$ cat src/rtl/sorted_priority_queue_top_assert.svh
// Assertion macros for the sorted priority queue top level.
// Needs a clock and an active-low reset name at each use; no other dependencies.
`ifndef SORTED_PRIORITY_QUEUE_TOP_ASSERT_SVH
`define SORTED_PRIORITY_QUEUE_TOP_ASSERT_SVH

// Same-cycle implication, disabled while in reset.
`define SPQ_ASSERT_IMP(lbl, clk, rstn, ante, cons, msg) \
    lbl: assert property (@(posedge clk) disable iff (!(rstn)) (ante) |-> (cons)) \
        else $error(msg);

// Next-cycle implication, disabled while in reset.
`define SPQ_ASSERT_NEXT(lbl, clk, rstn, ante, cons, msg) \
    lbl: assert property (@(posedge clk) disable iff (!(rstn)) (ante) |=> (cons)) \
        else $error(msg);

`endif

$ cat src/rtl/spq_pkg.sv
// Shared types, widths and codes of the sorted priority queue.
// No dependencies; compile first.
`default_nettype none

package spq_pkg;

    localparam int SPQ_CAPACITY_DEF = 16;
    localparam int PRIO_W           = 16;
    localparam int VAL_W            = 32;
    localparam int CNT_W            = 5;
    localparam int STAT_W           = 2;
    localparam int LIMIT_RESET      = 16;

    localparam logic OP_INSERT = 1'b0;
    localparam logic OP_REMOVE = 1'b1;

    typedef enum logic [STAT_W-1:0] {
        STAT_DONE  = 2'd0,
        STAT_FULL  = 2'd1,
        STAT_EMPTY = 2'd2
    } t_status;

    typedef enum logic [1:0] {
        ST_IDLE,
        ST_WALK,
        ST_REMOVE,
        ST_DONE
    } t_state;

    typedef struct packed {
        logic [PRIO_W-1:0] prio;
        logic [VAL_W-1:0]  val;
    } t_entry;

    typedef struct packed {
        logic              operation;
        logic [PRIO_W-1:0] priority_req;
        logic [VAL_W-1:0]  value;
    } t_req;

    typedef struct packed {
        t_status           status;
        logic [PRIO_W-1:0] out_priority;
        logic [VAL_W-1:0]  out_value;
        logic [CNT_W-1:0]  entry_count;
    } t_result;

endpackage

`default_nettype wire

$ cat src/rtl/spq_if.sv
// Valid/ready channel interfaces for the request and result streams.
// Depends on spq_pkg for the field widths.
`default_nettype none

interface spq_in_if;
    import spq_pkg::*;

    logic              valid;
    logic              ready;
    logic              operation;
    logic [PRIO_W-1:0] priority_req;
    logic [VAL_W-1:0]  value;

    modport source (output valid, output operation, output priority_req, output value,
                    input ready);
    modport sink   (input valid, input operation, input priority_req, input value,
                    output ready);
endinterface

interface spq_out_if;
    import spq_pkg::*;

    logic              valid;
    logic              ready;
    logic [STAT_W-1:0] status;
    logic [PRIO_W-1:0] out_priority;
    logic [VAL_W-1:0]  out_value;
    logic [CNT_W-1:0]  entry_count;

    modport source (output valid, output status, output out_priority, output out_value,
                    output entry_count, input ready);
    modport sink   (input valid, input status, input out_priority, input out_value,
                    input entry_count, output ready);
endinterface

`default_nettype wire

$ cat src/rtl/sorted_priority_queue_top.sv
// Sorted priority queue: top level with limit register, output register and assertions.
// Depends on spq_pkg, spq_if, spq_store, spq_seq and the assertion macro header.
`default_nettype none

// Priority queue of CAPACITY entries kept sorted in a circular buffer; larger
// priority leaves first, equal priorities leave in arrival order. One request is
// taken at a time. An insert moves past the lower-priority entries behind its
// place, at most the count held before it (up to 15 at the default capacity):
// the insertion walk compares one stored neighbor per cycle through the single
// read port of the entry memory. A remove reads the head slot, and a refused
// request goes straight to its result. A finished result waits in the output
// register, so the next request can be taken while it is pending. Entry memory
// is not cleared at reset; only written slots are read. The limit register
// bounds the count: 0 acts as 1, values above CAPACITY act as CAPACITY; write it
// only while no request is in progress.
module sorted_priority_queue_top #(
    parameter int CAPACITY = spq_pkg::SPQ_CAPACITY_DEF
) (
    input  wire logic                      i_clk,
    input  wire logic                      i_rst_n,
    spq_in_if.sink                         i_in,
    spq_out_if.source                      o_out,
    input  wire logic                      i_cfg_we,
    input  wire logic [spq_pkg::CNT_W-1:0] i_cfg_wdata
);
    import spq_pkg::*;

    localparam int AW = $clog2(CAPACITY);

    logic [CNT_W-1:0] r_cfg_limit;
    logic [CNT_W-1:0] w_eff_limit;
    t_req             w_req;
    logic             w_in_ready;
    logic             w_res_valid;
    logic             w_res_ready;
    t_result          w_res;
    logic             r_out_valid;
    t_result          r_out;
    logic             w_wr_en;
    logic [AW-1:0]    w_wr_addr;
    t_entry           w_wr_entry;
    logic [AW-1:0]    w_rd_addr;
    t_entry           w_rd_entry;

    always_ff @(posedge i_clk) begin
        if (!i_rst_n) begin
            r_cfg_limit <= CNT_W'(LIMIT_RESET);
        end else if (i_cfg_we) begin
            r_cfg_limit <= i_cfg_wdata;
        end
    end

    always_comb begin
        w_eff_limit = (r_cfg_limit == '0) ? CNT_W'(1) : r_cfg_limit;
        if (32'(w_eff_limit) > CAPACITY) begin
            w_eff_limit = CNT_W'(CAPACITY);
        end
    end

    assign w_req.operation    = i_in.operation;
    assign w_req.priority_req = i_in.priority_req;
    assign w_req.value        = i_in.value;
    assign i_in.ready         = w_in_ready;

    spq_seq #(.CAPACITY(CAPACITY)) u_seq (
        .i_clk       (i_clk),
        .i_rst_n     (i_rst_n),
        .i_in_valid  (i_in.valid),
        .o_in_ready  (w_in_ready),
        .i_req       (w_req),
        .i_eff_limit (w_eff_limit),
        .o_res_valid (w_res_valid),
        .i_res_ready (w_res_ready),
        .o_res       (w_res),
        .o_wr_en     (w_wr_en),
        .o_wr_addr   (w_wr_addr),
        .o_wr_entry  (w_wr_entry),
        .o_rd_addr   (w_rd_addr),
        .i_rd_entry  (w_rd_entry)
    );

    spq_store #(.CAPACITY(CAPACITY)) u_store (
        .i_clk      (i_clk),
        .i_wr_en    (w_wr_en),
        .i_wr_addr  (w_wr_addr),
        .i_wr_entry (w_wr_entry),
        .i_rd_addr  (w_rd_addr),
        .o_rd_entry (w_rd_entry)
    );

    // Load a new result when the output register is empty or drains this cycle.
    assign w_res_ready = !r_out_valid || o_out.ready;

    always_ff @(posedge i_clk) begin
        if (!i_rst_n) begin
            r_out_valid <= 1'b0;
        end else if (w_res_valid && w_res_ready) begin
            r_out_valid <= 1'b1;
        end else if (o_out.ready) begin
            r_out_valid <= 1'b0;
        end
    end

    always_ff @(posedge i_clk) begin
        if (w_res_valid && w_res_ready) begin
            r_out <= w_res;
        end
    end

    assign o_out.valid        = r_out_valid;
    assign o_out.status       = r_out.status;
    assign o_out.out_priority = r_out.out_priority;
    assign o_out.out_value    = r_out.out_value;
    assign o_out.entry_count  = r_out.entry_count;

`include "sorted_priority_queue_top_assert.svh"

    `SPQ_ASSERT_NEXT(a_busy_after_transfer, i_clk, i_rst_n, i_in.valid && i_in.ready,
        !i_in.ready, "request taken while a request is in progress")
    `SPQ_ASSERT_NEXT(a_result_lands, i_clk, i_rst_n, w_res_valid && w_res_ready,
        o_out.valid && (o_out.entry_count == $past(w_res.entry_count)),
        "result lost on the way to the output register")
    `SPQ_ASSERT_IMP(a_empty_refusal, i_clk, i_rst_n,
        w_res_valid && (w_res.status == STAT_EMPTY),
        (w_res.entry_count == '0) && (w_res.out_priority == '0) && (w_res.out_value == '0),
        "empty refusal with nonzero count or entry")

endmodule

`default_nettype wire

$ cat src/rtl/spq_store.sv
// Entry memory of the queue: one write port, one registered read port.
// Depends on spq_pkg for the entry type.
`default_nettype none

module spq_store #(
    parameter int  CAPACITY = spq_pkg::SPQ_CAPACITY_DEF,
    localparam int AW       = $clog2(CAPACITY)
) (
    input  wire logic            i_clk,
    input  wire logic            i_wr_en,
    input  wire logic [AW-1:0]   i_wr_addr,
    input  wire spq_pkg::t_entry i_wr_entry,
    input  wire logic [AW-1:0]   i_rd_addr,
    output spq_pkg::t_entry      o_rd_entry
);
    import spq_pkg::*;

    t_entry r_mem [CAPACITY];
    t_entry r_rd;

    always_ff @(posedge i_clk) begin
        if (i_wr_en) begin
            r_mem[i_wr_addr] <= i_wr_entry;
        end
        r_rd <= r_mem[i_rd_addr];
    end

    assign o_rd_entry = r_rd;

endmodule

`default_nettype wire

$ cat src/rtl/spq_seq.sv
// Sequencer of the queue: head/count pointers and the insertion walk that
// compares one stored neighbor per cycle. Depends on spq_pkg and drives spq_store.
`default_nettype none

module spq_seq #(
    parameter int  CAPACITY = spq_pkg::SPQ_CAPACITY_DEF,
    localparam int AW       = $clog2(CAPACITY)
) (
    input  wire logic                     i_clk,
    input  wire logic                     i_rst_n,
    input  wire logic                     i_in_valid,
    output logic                          o_in_ready,
    input  wire spq_pkg::t_req            i_req,
    input  wire logic [spq_pkg::CNT_W-1:0] i_eff_limit,
    output logic                          o_res_valid,
    input  wire logic                     i_res_ready,
    output spq_pkg::t_result              o_res,
    output logic                          o_wr_en,
    output logic [AW-1:0]                 o_wr_addr,
    output spq_pkg::t_entry               o_wr_entry,
    output logic [AW-1:0]                 o_rd_addr,
    input  wire spq_pkg::t_entry          i_rd_entry
);
    import spq_pkg::*;

    localparam int SW = ((AW > CNT_W) ? AW : CNT_W) + 1;

    function automatic logic [AW-1:0] f_dec(input logic [AW-1:0] a);
        if (a == '0) begin
            return AW'(CAPACITY - 1);
        end
        return a - 1'b1;
    endfunction

    function automatic logic [AW-1:0] f_inc(input logic [AW-1:0] a);
        if (a == AW'(CAPACITY - 1)) begin
            return '0;
        end
        return a + 1'b1;
    endfunction

    t_state           r_state, n_state;
    logic [AW-1:0]    r_head, n_head;
    logic [CNT_W-1:0] r_count, n_count;
    logic [AW-1:0]    r_pos, n_pos;
    logic [AW-1:0]    r_prev, n_prev;
    logic [CNT_W-1:0] r_steps, n_steps;
    t_entry           r_mov, n_mov;
    t_result          r_res, n_res;

    logic             w_accept;
    logic             w_full;
    logic             w_move;
    logic [SW-1:0]    w_sum;
    logic [AW-1:0]    w_tail;

    assign w_accept = i_in_valid && (r_state == ST_IDLE);
    assign w_full   = (r_count >= i_eff_limit);
    assign w_move   = (r_steps != '0) && (i_rd_entry.prio < r_mov.prio);

    // Tail slot: head + count stays below twice the capacity, so one subtract wraps it.
    always_comb begin
        w_sum = SW'(r_head) + SW'(r_count);
        if (w_sum >= SW'(CAPACITY)) begin
            w_sum = w_sum - SW'(CAPACITY);
        end
        w_tail = w_sum[AW-1:0];
    end

    always_comb begin
        n_state = r_state;
        unique case (r_state)
            ST_IDLE: begin
                if (w_accept) begin
                    if (i_req.operation == OP_REMOVE) begin
                        n_state = (r_count == '0) ? ST_DONE : ST_REMOVE;
                    end else begin
                        n_state = w_full ? ST_DONE : ST_WALK;
                    end
                end
            end
            ST_WALK: begin
                if (!w_move) begin
                    n_state = ST_DONE;
                end
            end
            ST_REMOVE: n_state = ST_DONE;
            ST_DONE: begin
                if (i_res_ready) begin
                    n_state = ST_IDLE;
                end
            end
            default: n_state = ST_IDLE;
        endcase
    end

    always_comb begin
        n_head     = r_head;
        n_count    = r_count;
        n_pos      = r_pos;
        n_prev     = r_prev;
        n_steps    = r_steps;
        n_mov      = r_mov;
        n_res      = r_res;
        o_wr_en    = 1'b0;
        o_wr_addr  = r_pos;
        o_wr_entry = r_mov;
        o_rd_addr  = r_prev;
        unique case (r_state)
            ST_IDLE: begin
                if (w_accept) begin
                    if (i_req.operation == OP_REMOVE) begin
                        o_rd_addr = r_head;
                        if (r_count == '0) begin
                            n_res = '{STAT_EMPTY, '0, '0, r_count};
                        end
                    end else if (w_full) begin
                        n_res = '{STAT_FULL, '0, '0, r_count};
                    end else begin
                        // Hold the new entry aside and fetch its older neighbor.
                        n_pos      = w_tail;
                        n_prev     = f_dec(w_tail);
                        o_rd_addr  = f_dec(w_tail);
                        n_steps    = r_count;
                        n_count    = r_count + 1'b1;
                        n_mov.prio = i_req.priority_req;
                        n_mov.val  = i_req.value;
                    end
                end
            end
            ST_WALK: begin
                o_wr_en = 1'b1;
                if (w_move) begin
                    // Shift the lower-priority neighbor back and advance toward the head.
                    o_wr_entry = i_rd_entry;
                    n_pos      = r_prev;
                    n_prev     = f_dec(r_prev);
                    o_rd_addr  = f_dec(r_prev);
                    n_steps    = r_steps - 1'b1;
                end else begin
                    o_wr_entry = r_mov;
                    n_res      = '{STAT_DONE, '0, '0, r_count};
                end
            end
            ST_REMOVE: begin
                n_head  = f_inc(r_head);
                n_count = r_count - 1'b1;
                n_res   = '{STAT_DONE, i_rd_entry.prio, i_rd_entry.val, r_count - 1'b1};
            end
            ST_DONE: begin
            end
            default: begin
            end
        endcase
    end

    always_ff @(posedge i_clk) begin
        if (!i_rst_n) begin
            r_state <= ST_IDLE;
            r_head  <= '0;
            r_count <= '0;
        end else begin
            r_state <= n_state;
            r_head  <= n_head;
            r_count <= n_count;
        end
    end

    always_ff @(posedge i_clk) begin
        r_pos   <= n_pos;
        r_prev  <= n_prev;
        r_steps <= n_steps;
        r_mov   <= n_mov;
        r_res   <= n_res;
    end

    assign o_in_ready  = (r_state == ST_IDLE);
    assign o_res_valid = (r_state == ST_DONE);
    assign o_res       = r_res;

endmodule

`default_nettype wire
$ cat src/flat_wrapper.sv
// flat-port wrapper written by rule: the top's interface ports become plain ports
module sorted_priority_queue_top_flat import spq_pkg::*;
#(
    parameter int CAPACITY = spq_pkg::SPQ_CAPACITY_DEF
)
  (i_clk, i_rst_n, i_cfg_we, i_cfg_wdata, i_in_valid, i_in_operation, i_in_priority_req, i_in_value, i_in_ready, o_out_valid, o_out_status, o_out_out_priority, o_out_out_value, o_out_entry_count, o_out_ready);
  spq_in_if i_in_i ();
  spq_out_if o_out_i ();
  input  wire logic i_clk;
  input  wire logic i_rst_n;
  input  wire logic i_cfg_we;
  input  wire logic [spq_pkg::CNT_W-1:0] i_cfg_wdata;
  input wire logic [$bits(i_in_i.valid)-1:0] i_in_valid;
  input wire logic [$bits(i_in_i.operation)-1:0] i_in_operation;
  input wire logic [$bits(i_in_i.priority_req)-1:0] i_in_priority_req;
  input wire logic [$bits(i_in_i.value)-1:0] i_in_value;
  output wire logic [$bits(i_in_i.ready)-1:0] i_in_ready;
  output wire logic [$bits(o_out_i.valid)-1:0] o_out_valid;
  output wire logic [$bits(o_out_i.status)-1:0] o_out_status;
  output wire logic [$bits(o_out_i.out_priority)-1:0] o_out_out_priority;
  output wire logic [$bits(o_out_i.out_value)-1:0] o_out_out_value;
  output wire logic [$bits(o_out_i.entry_count)-1:0] o_out_entry_count;
  input wire logic [$bits(o_out_i.ready)-1:0] o_out_ready;
  assign i_in_i.valid = i_in_valid;
  assign i_in_i.operation = i_in_operation;
  assign i_in_i.priority_req = i_in_priority_req;
  assign i_in_i.value = i_in_value;
  assign i_in_ready = i_in_i.ready;
  assign o_out_valid = o_out_i.valid;
  assign o_out_status = o_out_i.status;
  assign o_out_out_priority = o_out_i.out_priority;
  assign o_out_out_value = o_out_i.out_value;
  assign o_out_entry_count = o_out_i.entry_count;
  assign o_out_i.ready = o_out_ready;
  sorted_priority_queue_top #(.CAPACITY(CAPACITY)) u_core (.i_clk(i_clk), .i_rst_n(i_rst_n), .i_in(i_in_i), .o_out(o_out_i), .i_cfg_we(i_cfg_we), .i_cfg_wdata(i_cfg_wdata));
endmodule
$ cat config.mk
export PLATFORM = sky130hd
export DESIGN_NAME = sorted_priority_queue_top_flat
export DESIGN_NICKNAME = d
export VERILOG_FILES = /design/src/rtl/spq_pkg.sv /design/src/rtl/spq_if.sv /design/src/rtl/sorted_priority_queue_top.sv /design/src/rtl/spq_store.sv /design/src/rtl/spq_seq.sv /design/src/flat_wrapper.sv
export VERILOG_INCLUDE_DIRS = /design/src /design/src/rtl
export SDC_FILE = /design/constraint.sdc
export NUM_CORES = 1
export LEC_CHECK = 0
export BUFFER_PORTS_ARGS = -buffer_cell sky130_fd_sc_hd__buf_2
export CAP_MARGIN = 20
export CORE_ASPECT_RATIO = 1.4
export CORE_MARGIN = 5
export CORE_UTILIZATION = 34
export DETAILED_ROUTE_END_ITERATION = 10
export PLACE_DENSITY = 0.52
export SETUP_SLACK_MARGIN = 0.15
export SYNTH_ARGS = -nofsm -noshare
export SYNTH_HDL_FRONTEND = slang
export SYNTH_SLANG_ARGS = --single-unit
$ cat constraint.sdc
create_clock -name i_clk -period 15.65 [get_ports i_clk]
set_input_delay 0.7825 -clock i_clk [delete_from_list [all_inputs] [get_ports i_clk]]
set_output_delay 0.7825 -clock i_clk [all_outputs]
set_load 0.005 [all_outputs]
==> flow_metrics.py, run 1 <==
metrics = {
    "grt": {
        "gr-usage-all-layers_pct": 16.5,
        "grt_remaining_overflow": 0,
        "first_global_vias": 23172,
        "global_route_wire_length_before_repair_mm": 153,
        "largest_net_degree_at_the_start_of_global_routing": 91,
        "grt_antenna_before_repair": 5,
    },
    "min_path": {
        "whs_path_depth": 1,
        "hold_path_class": "input port to register",
    },
    "placement": {
        "hpwl_mm": 53.9,
        "detailedPlace.worstSlack_ns": 10.17,
        "port_buffers": 115,
        "place_congestion": 0.796,
    },
    "die": {
        "fp.dieW_um": 297,
        "start_util_pct": 34.2,
        "top_level_ports": 116,
        "core_um2": 115000,
        "rows": 147,
        "die_h_um": 412,
        "die_footprint_um2": 123000,
    },
    "drt": {
        "via_count": 23240,
        "drt-initial-drc-count": 1839,
        "drt_drc_violations_left": 0,
        "routed_wirelength_mm": 104,
        "avgViaCountPerCell": 5.14,
        "drt.antenna.violating_nets": 0,
        "first_pass_iters": 5,
        "routed_wire_length_per_instance_um": 23.0,
    },
    "yosys": {
        "synth.net_count": 2942,
        "synthDominantCellAreaShare_pct": 71.8,
        "number_of_enable_type_register_cells_in_the_synthesized_netlist": 939,
        "postSynthAreaPerCell_um2": 13.8,
        "synthDistinctLibCells": 70,
        "synth_top_family_by_area": "simple AND/OR/NAND/NOR gates",
        "synth_compound_gate_area_share_pct": 5.43,
        "synth_warnings": 0,
        "syn-cell-area_um2": 39300,
        "muxShareOfSynthArea_pct": 1.68,
        "synth_fa_ha_area_share_pct": 1.20,
        "synth_area_leaders": "sky130_fd_sc_hd__edfxtp_1, sky130_fd_sc_hd__nor2_1, sky130_fd_sc_hd__nand2_1, sky130_fd_sc_hd__dfxtp_1, sky130_fd_sc_hd__nand4_1",
        "synth_top_area_cell": "sky130_fd_sc_hd__edfxtp_1",
        "ys_seq_elements": 1004,
        "synth_seq_area_share_pct": 75.1,
        "synthXorXnorAreaFrac_pct": 0.201,
        "synth-async-reset-ratio_pct": 0,
        "synthesized_instance_count": 2846,
        "ys.flop_type": "sky130_fd_sc_hd__edfxtp_1",
        "synthSimpleGateAreaFrac_pct": 14.1,
    },
    "timing": {
        "final_cycle_utilization_of_the_critical_path_pct": 34.8,
        "fin_crit_ns": 5.45,
        "total_neg_setup_slack_ns": 0,
        "fmaxAchievable_ghz": 0.183,
        "postLayoutSetupSlackWorst_ns": 10.20,
        "slew_margin_rel_pct": 27.8,
        "rsz_0062_raised_after_global_routing": "no",
        "finalSetupViolCount": 0,
        "timing.clock.skew_ns": 0.0270,
        "timing.final.max_slew_violations": 0,
        "timing.final.hold_violations": 0,
        "hold_slack_ns": 0.260,
        "slew_at_the_pin_closest_to_its_max_slew_limit_ns": 1.08,
    },
    "final_layout": {
        "multiInputGateArea_um2": 9080,
        "layout-drive-gt1-share_pct": 14.3,
        "area_delta_synth_final_pct": 14.4,
        "final_core_utilization_pct": 39.2,
        "number_of_filler_cells_placed_in_the_layout": 10746,
        "sequential_cell_area_um2": 29500,
        "num-nets-final": 3037,
    },
    "clock_tree": {
        "cts.path.max_buffers": 3,
        "postCtsHoldBufs": 0,
        "post_cts_setup_driven_buffer_insertion_count": 0,
        "cts_tree": "built",
        "numClockSinks": 1004,
        "clk-insertion-delay-late_ns": 0.70,
        "clk_pin_slew_worst_paths_ns": 0.06,
        "cts_made_buffers": 97,
        "cts_resized": 0,
        "clock_tree.root_cell": "sky130_fd_sc_hd__clkbuf_16",
        "clock_tree.htree_level_count": 3,
    },
    "critical_path": {
        "critical_path.startpoint_type": "register",
        "timing.critical_path.fanout_max": 81,
        "critical_path_required_ns": 16.25,
        "criticalPathCategory": "register to register",
        "r2r_cells": 14,
        "endpoint_kind": "register",
        "arrival_ns": 6.06,
    },
    "pwr": {
        "power.leakage_nw": 15.2,
        "power_mw": 9.95,
        "areal_power_density_over_the_cells_nw_per_um2": 221,
        "ir_worst_vdd_uv": 182,
    },
    "job": {
        "max_cap_violations": 0,
    },
    "status": {
        "status": "finished clean",
    },
}
==> placed cells by master (no fill, tap or decap), types with 47 or more instances in the layout <==
| cell | count |
|---|---|
| sky130_fd_sc_hd__o22ai_1 | 49 |
| sky130_fd_sc_hd__nand2_1 | 413 |
| sky130_fd_sc_hd__and3_1 | 49 |
| sky130_fd_sc_hd__buf_4 | 47 |
| sky130_fd_sc_hd__mux2_2 | 48 |
| sky130_fd_sc_hd__clkbuf_16 | 98 |
| sky130_fd_sc_hd__dfxtp_1 | 65 |
| sky130_fd_sc_hd__nand4_1 | 149 |
| sky130_fd_sc_hd__nor2_1 | 455 |
| sky130_fd_sc_hd__o2111ai_1 | 48 |
| sky130_fd_sc_hd__nor3_1 | 92 |
| sky130_fd_sc_hd__edfxtp_1 | 939 |
| sky130_fd_sc_hd__a22o_1 | 51 |
| sky130_fd_sc_hd__buf_2 | 115 |
| sky130_fd_sc_hd__a21oi_1 | 65 |
==> synthesized netlist by cell type (all sizes together), types with 2 or more instances <==
cell type / count
o22ai: 50
a31oi: 6
nand4: 149
nand3b: 2
a211oi: 2
nand2b: 7
a41oi: 3
nor2: 471
a21o: 2
edfxtp: 939
mux2: 48
inv: 30
clkbuf: 67
nor3b: 3
or3b: 2
mux2i: 12
a21boi: 3
nand3: 11
o221a: 2
xor2: 2
o21a: 6
or3: 4
o21ai: 23
o2111ai: 48
o31a: 3
a311oi: 2
a22oi: 2
dfxtp: 65
and3: 50
xnor2: 7
or2: 3
a22o: 51
nand2: 416
nor2b: 14
ha: 36
a21oi: 65
o31ai: 5
o211ai: 3
buf: 104
and2: 5
a221oi: 3
nor3: 110
==> layout make-up <==
type                            instances  area share [%]
Antenna cell                            4          0.0223
Clock buffer                          129            5.94
Sequential cell                      1004            65.6
Tap cell                             1490            4.15
Clock inverter                         53            1.43
Timing Repair Buffer                  167            2.36
Multi-Input combinational cell       1641            20.2
Inverter                               30           0.251
==> state kept, by name, summed over array words and instances, names as in the netlist <==
name,count
u_core.u_seq.r_count,5
u_core.u_seq.o_res,55
u_core.o_out.status,2
u_core.u_store.o_rd_entry,48
u_core.u_seq.r_mov,48
u_core.o_out.entry_count,5
u_core.u_seq.r_steps,5
u_core.u_seq.o_wr_addr,4
u_core.o_out.out_value,32
u_core.u_seq.r_state,2
u_core.u_seq.r_prev,4
u_core.o_out.out_priority,16
u_core.o_out.valid,1
u_core.u_store.r_mem,768
u_core.u_seq.r_head,4
u_core.r_cfg_limit,5
==> worst max-delay path, cell delays in order, from the launching register on <==
cell and delay (ns):
sky130_fd_sc_hd__dfxtp_1 0.53, sky130_fd_sc_hd__inv_1 0.12, sky130_fd_sc_hd__ha_1 0.30, sky130_fd_sc_hd__nor3b_1 0.26, sky130_fd_sc_hd__o21ai_0 0.24, sky130_fd_sc_hd__a221oi_1 0.47
sky130_fd_sc_hd__o31ai_4 0.17, sky130_fd_sc_hd__o31ai_4 0.08, sky130_fd_sc_hd__buf_4 0.76, sky130_fd_sc_hd__buf_4 0.82, sky130_fd_sc_hd__buf_4 0.83, sky130_fd_sc_hd__nand2_1 0.13
sky130_fd_sc_hd__nand4_1 0.13, sky130_fd_sc_hd__o2111ai_1 0.14, sky130_fd_sc_hd__nor3_1 0.24
==> worst paths after layout <==
| kind | startpoint | endpoint | slack [ns] |
|---|---|---|---|
| setup / recovery | u_core.u_seq.r_count[0] | u_core.u_store.o_rd_entry[40] | 10.20 |
| hold / removal | i_in_priority_req[14] | u_core.u_seq.r_mov[46] | 0.26 |
| setup reg to reg | u_core.u_seq.r_count[0] | u_core.u_store.o_rd_entry[40] | 10.20 |
| hold reg to reg | u_core.u_seq.o_res[26] | u_core.o_out.out_value[21] | 0.41 |
==> per-stage QoR <==
step,std cells,instance area (µm²)
finish,4518,44900
global route,4516,44900
CTS,4512,44900
detailed placement,4330,41600
global placement,4327,41500
floorplan,2846,39300
==> kinds of logic after synthesis <==
family	count (synthesis)
simple gates	1248
flops	1004
compound gates	287
buf+inv	201
mux	60
fa+ha+maj	37
xor+xnor	9
==> power by group <==
group          total, mW  internal (mW)  switching (mW)
clock               2.43           1.41            1.02
sequential          3.70           3.55           0.152
combinational       3.82           1.05            2.77
total               9.95           6.01            3.95
==> routing by layer <==
layer / GRT usage [%] / share of wire (%) / vias up
met5: 0 / 0 / -
met2: 28.3 / 49 / 617
met4: 5.45 / 2.7 / 0
met1: 21.7 / 43 / 11738
met3: 2.54 / 5.2 / 165
li1: - / - / 10720
Note: power is estimated with default switching activity, not from simulation.
==> run 2, diff against run 1 <==
==> constraint.sdc (replaced) <==
create_clock -name i_clk -period 5.3 [get_ports i_clk]
set_input_delay 0.265 -clock i_clk [delete_from_list [all_inputs] [get_ports i_clk]]
set_output_delay 0.265 -clock i_clk [all_outputs]
set_load 0.005 [all_outputs]
==> flow_metrics.py, run 2 (same netlist as run 1, synthesis figures left out) <==
metrics = {
    "grt": {
        "grt_util_met3_pct": 2.55,
        "first_global_vias": 23242,
        "globalRouteMet2Util_pct": 28.8,
        "global_route_wire_length_before_repair_mm": 157,
        "globalRoute.busiestLayer": "met2",
        "grt_remaining_overflow": 0,
        "largest_net_degree_at_the_start_of_global_routing": 130,
        "gr-usage-all-layers_pct": 16.9,
        "grt_use_met1_pct": 22.7,
        "grt_antenna_before_repair": 3,
    },
    "timing": {
        "total_neg_setup_slack_ns": 0,
        "rsz_0062_raised_after_global_routing": "no",
        "slew_at_the_pin_closest_to_its_max_slew_limit_ns": 1.15,
        "fin_crit_ns": 4.38,
        "postLayoutSetupSlackWorst_ns": 0.924,
        "fmaxAchievable_ghz": 0.228,
        "finalSetupViolCount": 0,
        "slew_margin_rel_pct": 23.4,
        "final_cycle_utilization_of_the_critical_path_pct": 82.6,
        "timing.final.max_slew_violations": 0,
        "timing.clock.skew_ns": 0.0281,
        "timing.final.hold_violations": 0,
    },
    "critical_path": {
        "worstPathCellList": "ha_1, fa_1, xnor2_1, nand2_1, o32ai_4, nor2_2, o31ai_4, nand2b_1, nand3_2, buf_4, o2111ai_1, nor3_1",
        "r2r_slack_ns": 0.92,
        "timing.critical_path.fanout_max": 19,
        "worst-path-buf-inv": 1,
        "criticalPathCategory": "register to register",
        "arrival_ns": 4.96,
        "critical_path_required_ns": 5.88,
        "rr_endpoint": "u_core.u_store.o_rd_entry[10]",
        "critical_path.startpoint_type": "register",
        "r2r_cells": 12,
        "critical-path-top-delay-family": "simple AND/OR/NAND/NOR gates",
        "critPathSlowestCell": "sky130_fd_sc_hd__nand3_2",
        "cp_slowest_stage_delay_ns": 0.70,
        "crit-reg2reg-launch": "u_core.u_seq.r_count[0]",
        "endpoint_kind": "register",
    },
    "status": {
        "status": "finished clean",
    },
    "clock_tree": {
        "clock_tree.root_cell": "sky130_fd_sc_hd__clkbuf_16",
        "postCtsHoldBufs": 66,
        "numClockSinks": 1004,
        "clk_pin_slew_worst_paths_ns": 0.07,
        "cts_made_buffers": 96,
        "clock_tree.htree_level_count": 3,
        "cts_tree": "built",
        "clk-insertion-delay-late_ns": 0.70,
        "cts.path.max_buffers": 3,
        "post_cts_setup_driven_buffer_insertion_count": 0,
        "cts_resized": 0,
    },
    "placement": {
        "port_buffers": 115,
        "hpwl_mm": 54.5,
        "dp.cells": 4340,
        "place_congestion": 0.796,
        "detailedPlace.worstSlack_ns": 0.947,
    },
    "final_layout": {
        "num-nets-final": 3111,
        "commonest_non_fill_non_tap_cells_in_the_layout": "sky130_fd_sc_hd__edfxtp_1, sky130_fd_sc_hd__nor2_1, sky130_fd_sc_hd__nand2_1",
        "number_of_filler_cells_placed_in_the_layout": 10623,
        "instances_no_fill": 4589,
        "layout-drive-gt1-share_pct": 14.3,
        "registers.top_by_ff_count": "u_core.u_store.r_mem",
        "most_common_cell_after_layout_fill_and_taps_aside": "sky130_fd_sc_hd__edfxtp_1",
        "final_core_utilization_pct": 39.9,
        "largest_register_ff_count": 768,
        "area_delta_synth_final_pct": 16.6,
    },
    "pwr": {
        "ir_worst_vdd_uv": 711,
        "power.leakage_nw": 15.6,
        "areal_power_density_over_the_cells_nw_per_um2": 648,
    },
    "drt": {
        "routed_wirelength_mm": 107,
        "drt-initial-drc-count": 2007,
        "first_pass_iters": 6,
        "drt.antenna.violating_nets": 0,
        "routed_wire_length_per_instance_um": 23.2,
        "avgViaCountPerCell": 5.16,
        "drt_drc_violations_left": 0,
        "via_count": 23699,
    },
    "die": {
        "fp.dieW_um": 297,
        "start_util_pct": 34.2,
        "die_footprint_um2": 123000,
        "rows": 147,
        "die_h_um": 412,
        "core_um2": 115000,
        "top_level_ports": 116,
    },
    "min_path": {
        "whs_endpoint": "u_core.u_seq.r_mov[26]",
        "worst_hold_startpoint": "i_in_value[26]",
        "hold_path_class": "input port to register",
        "whs_path_depth": 2,
    },
    "job": {
        "max_cap_violations": 0,
    },
}
-- run 2: cell types whose count changed in the layout (fill, tap and decap cells not counted), moves of 3 or more --
cell	before	now
sky130_fd_sc_hd__clkinv_2	16	19
sky130_fd_sc_hd__buf_16	4	0
sky130_fd_sc_hd__buf_4	47	41
sky130_fd_sc_hd__clkinvlp_4	7	4
sky130_fd_sc_hd__clkinv_4	1	4
sky130_fd_sc_hd__clkbuf_1	21	15
sky130_fd_sc_hd__dlygate4sd3_1	0	66
sky130_fd_sc_hd__clkinv_8	0	3
sky130_fd_sc_hd__clkinv_1	8	11
sky130_fd_sc_hd__diode_2	4	1
sky130_fd_sc_hd__buf_12	1	20
-- run 2: worst max path at each step --
stage	endpoint	depth (start not counted)	slack [ns]	startpoint
global route	u_core.u_store.o_rd_entry[26]	13	0.73	u_core.u_seq.r_count[0]
finish	u_core.u_store.o_rd_entry[10]	12	0.92	u_core.u_seq.r_count[0]
CTS	u_core.u_store.o_rd_entry[15]	12	0.92	u_core.u_seq.r_count[0]
floorplan	u_core.u_store.r_mem[10][0]	6	0.24	u_core.u_seq.r_state[1]
global placement	u_core.u_store.o_rd_entry[18]	13	1.08	u_core.u_seq.r_count[0]
detailed placement	u_core.u_store.o_rd_entry[15]	12	0.95	u_core.u_seq.r_count[0]
-- run 2: stage by stage --
stage          hold slack [ns]  area, µm²  power [mW]
6_report                 0.282      45800        29.7
5_1_grt                  0.257      45800        31.4
3_5_place_dp             0.405      41800        22.8
4_1_cts                  0.227      45800        30.0
3_3_place_gp             0.402      41800        22.7
2_1_floorplan            0.364      39300        18.6
-- run 2: report_power, final --
group | internal (mW) | switching (mW) | total, mW
Combinational | 3.33 | 8.27 | 11.6
Sequential | 10.5 | 0.466 | 10.9
Clock | 4.08 | 3.08 | 7.16
-- run 2: routing by layer --
metal / up-vias / wire length [µm]
li1: 10875 / -
met1: 11969 / 46100
met2: 699 / 52200
met3: 156 / 5820
met4: 0 / 2410
met5: - / 0
-- run 2: cell type report --
type,instances,area [µm²],area share (%)
sequential,1004,29500,64.4
multi-input combinational,1641,9100,19.8
antenna,1,2.50,0.00546
timing repair buffer,242,1940,4.24
clock buffer,119,2570,5.60
clock inverter,62,743,1.62
inverter,30,113,0.246
tap,1490,1860,4.07
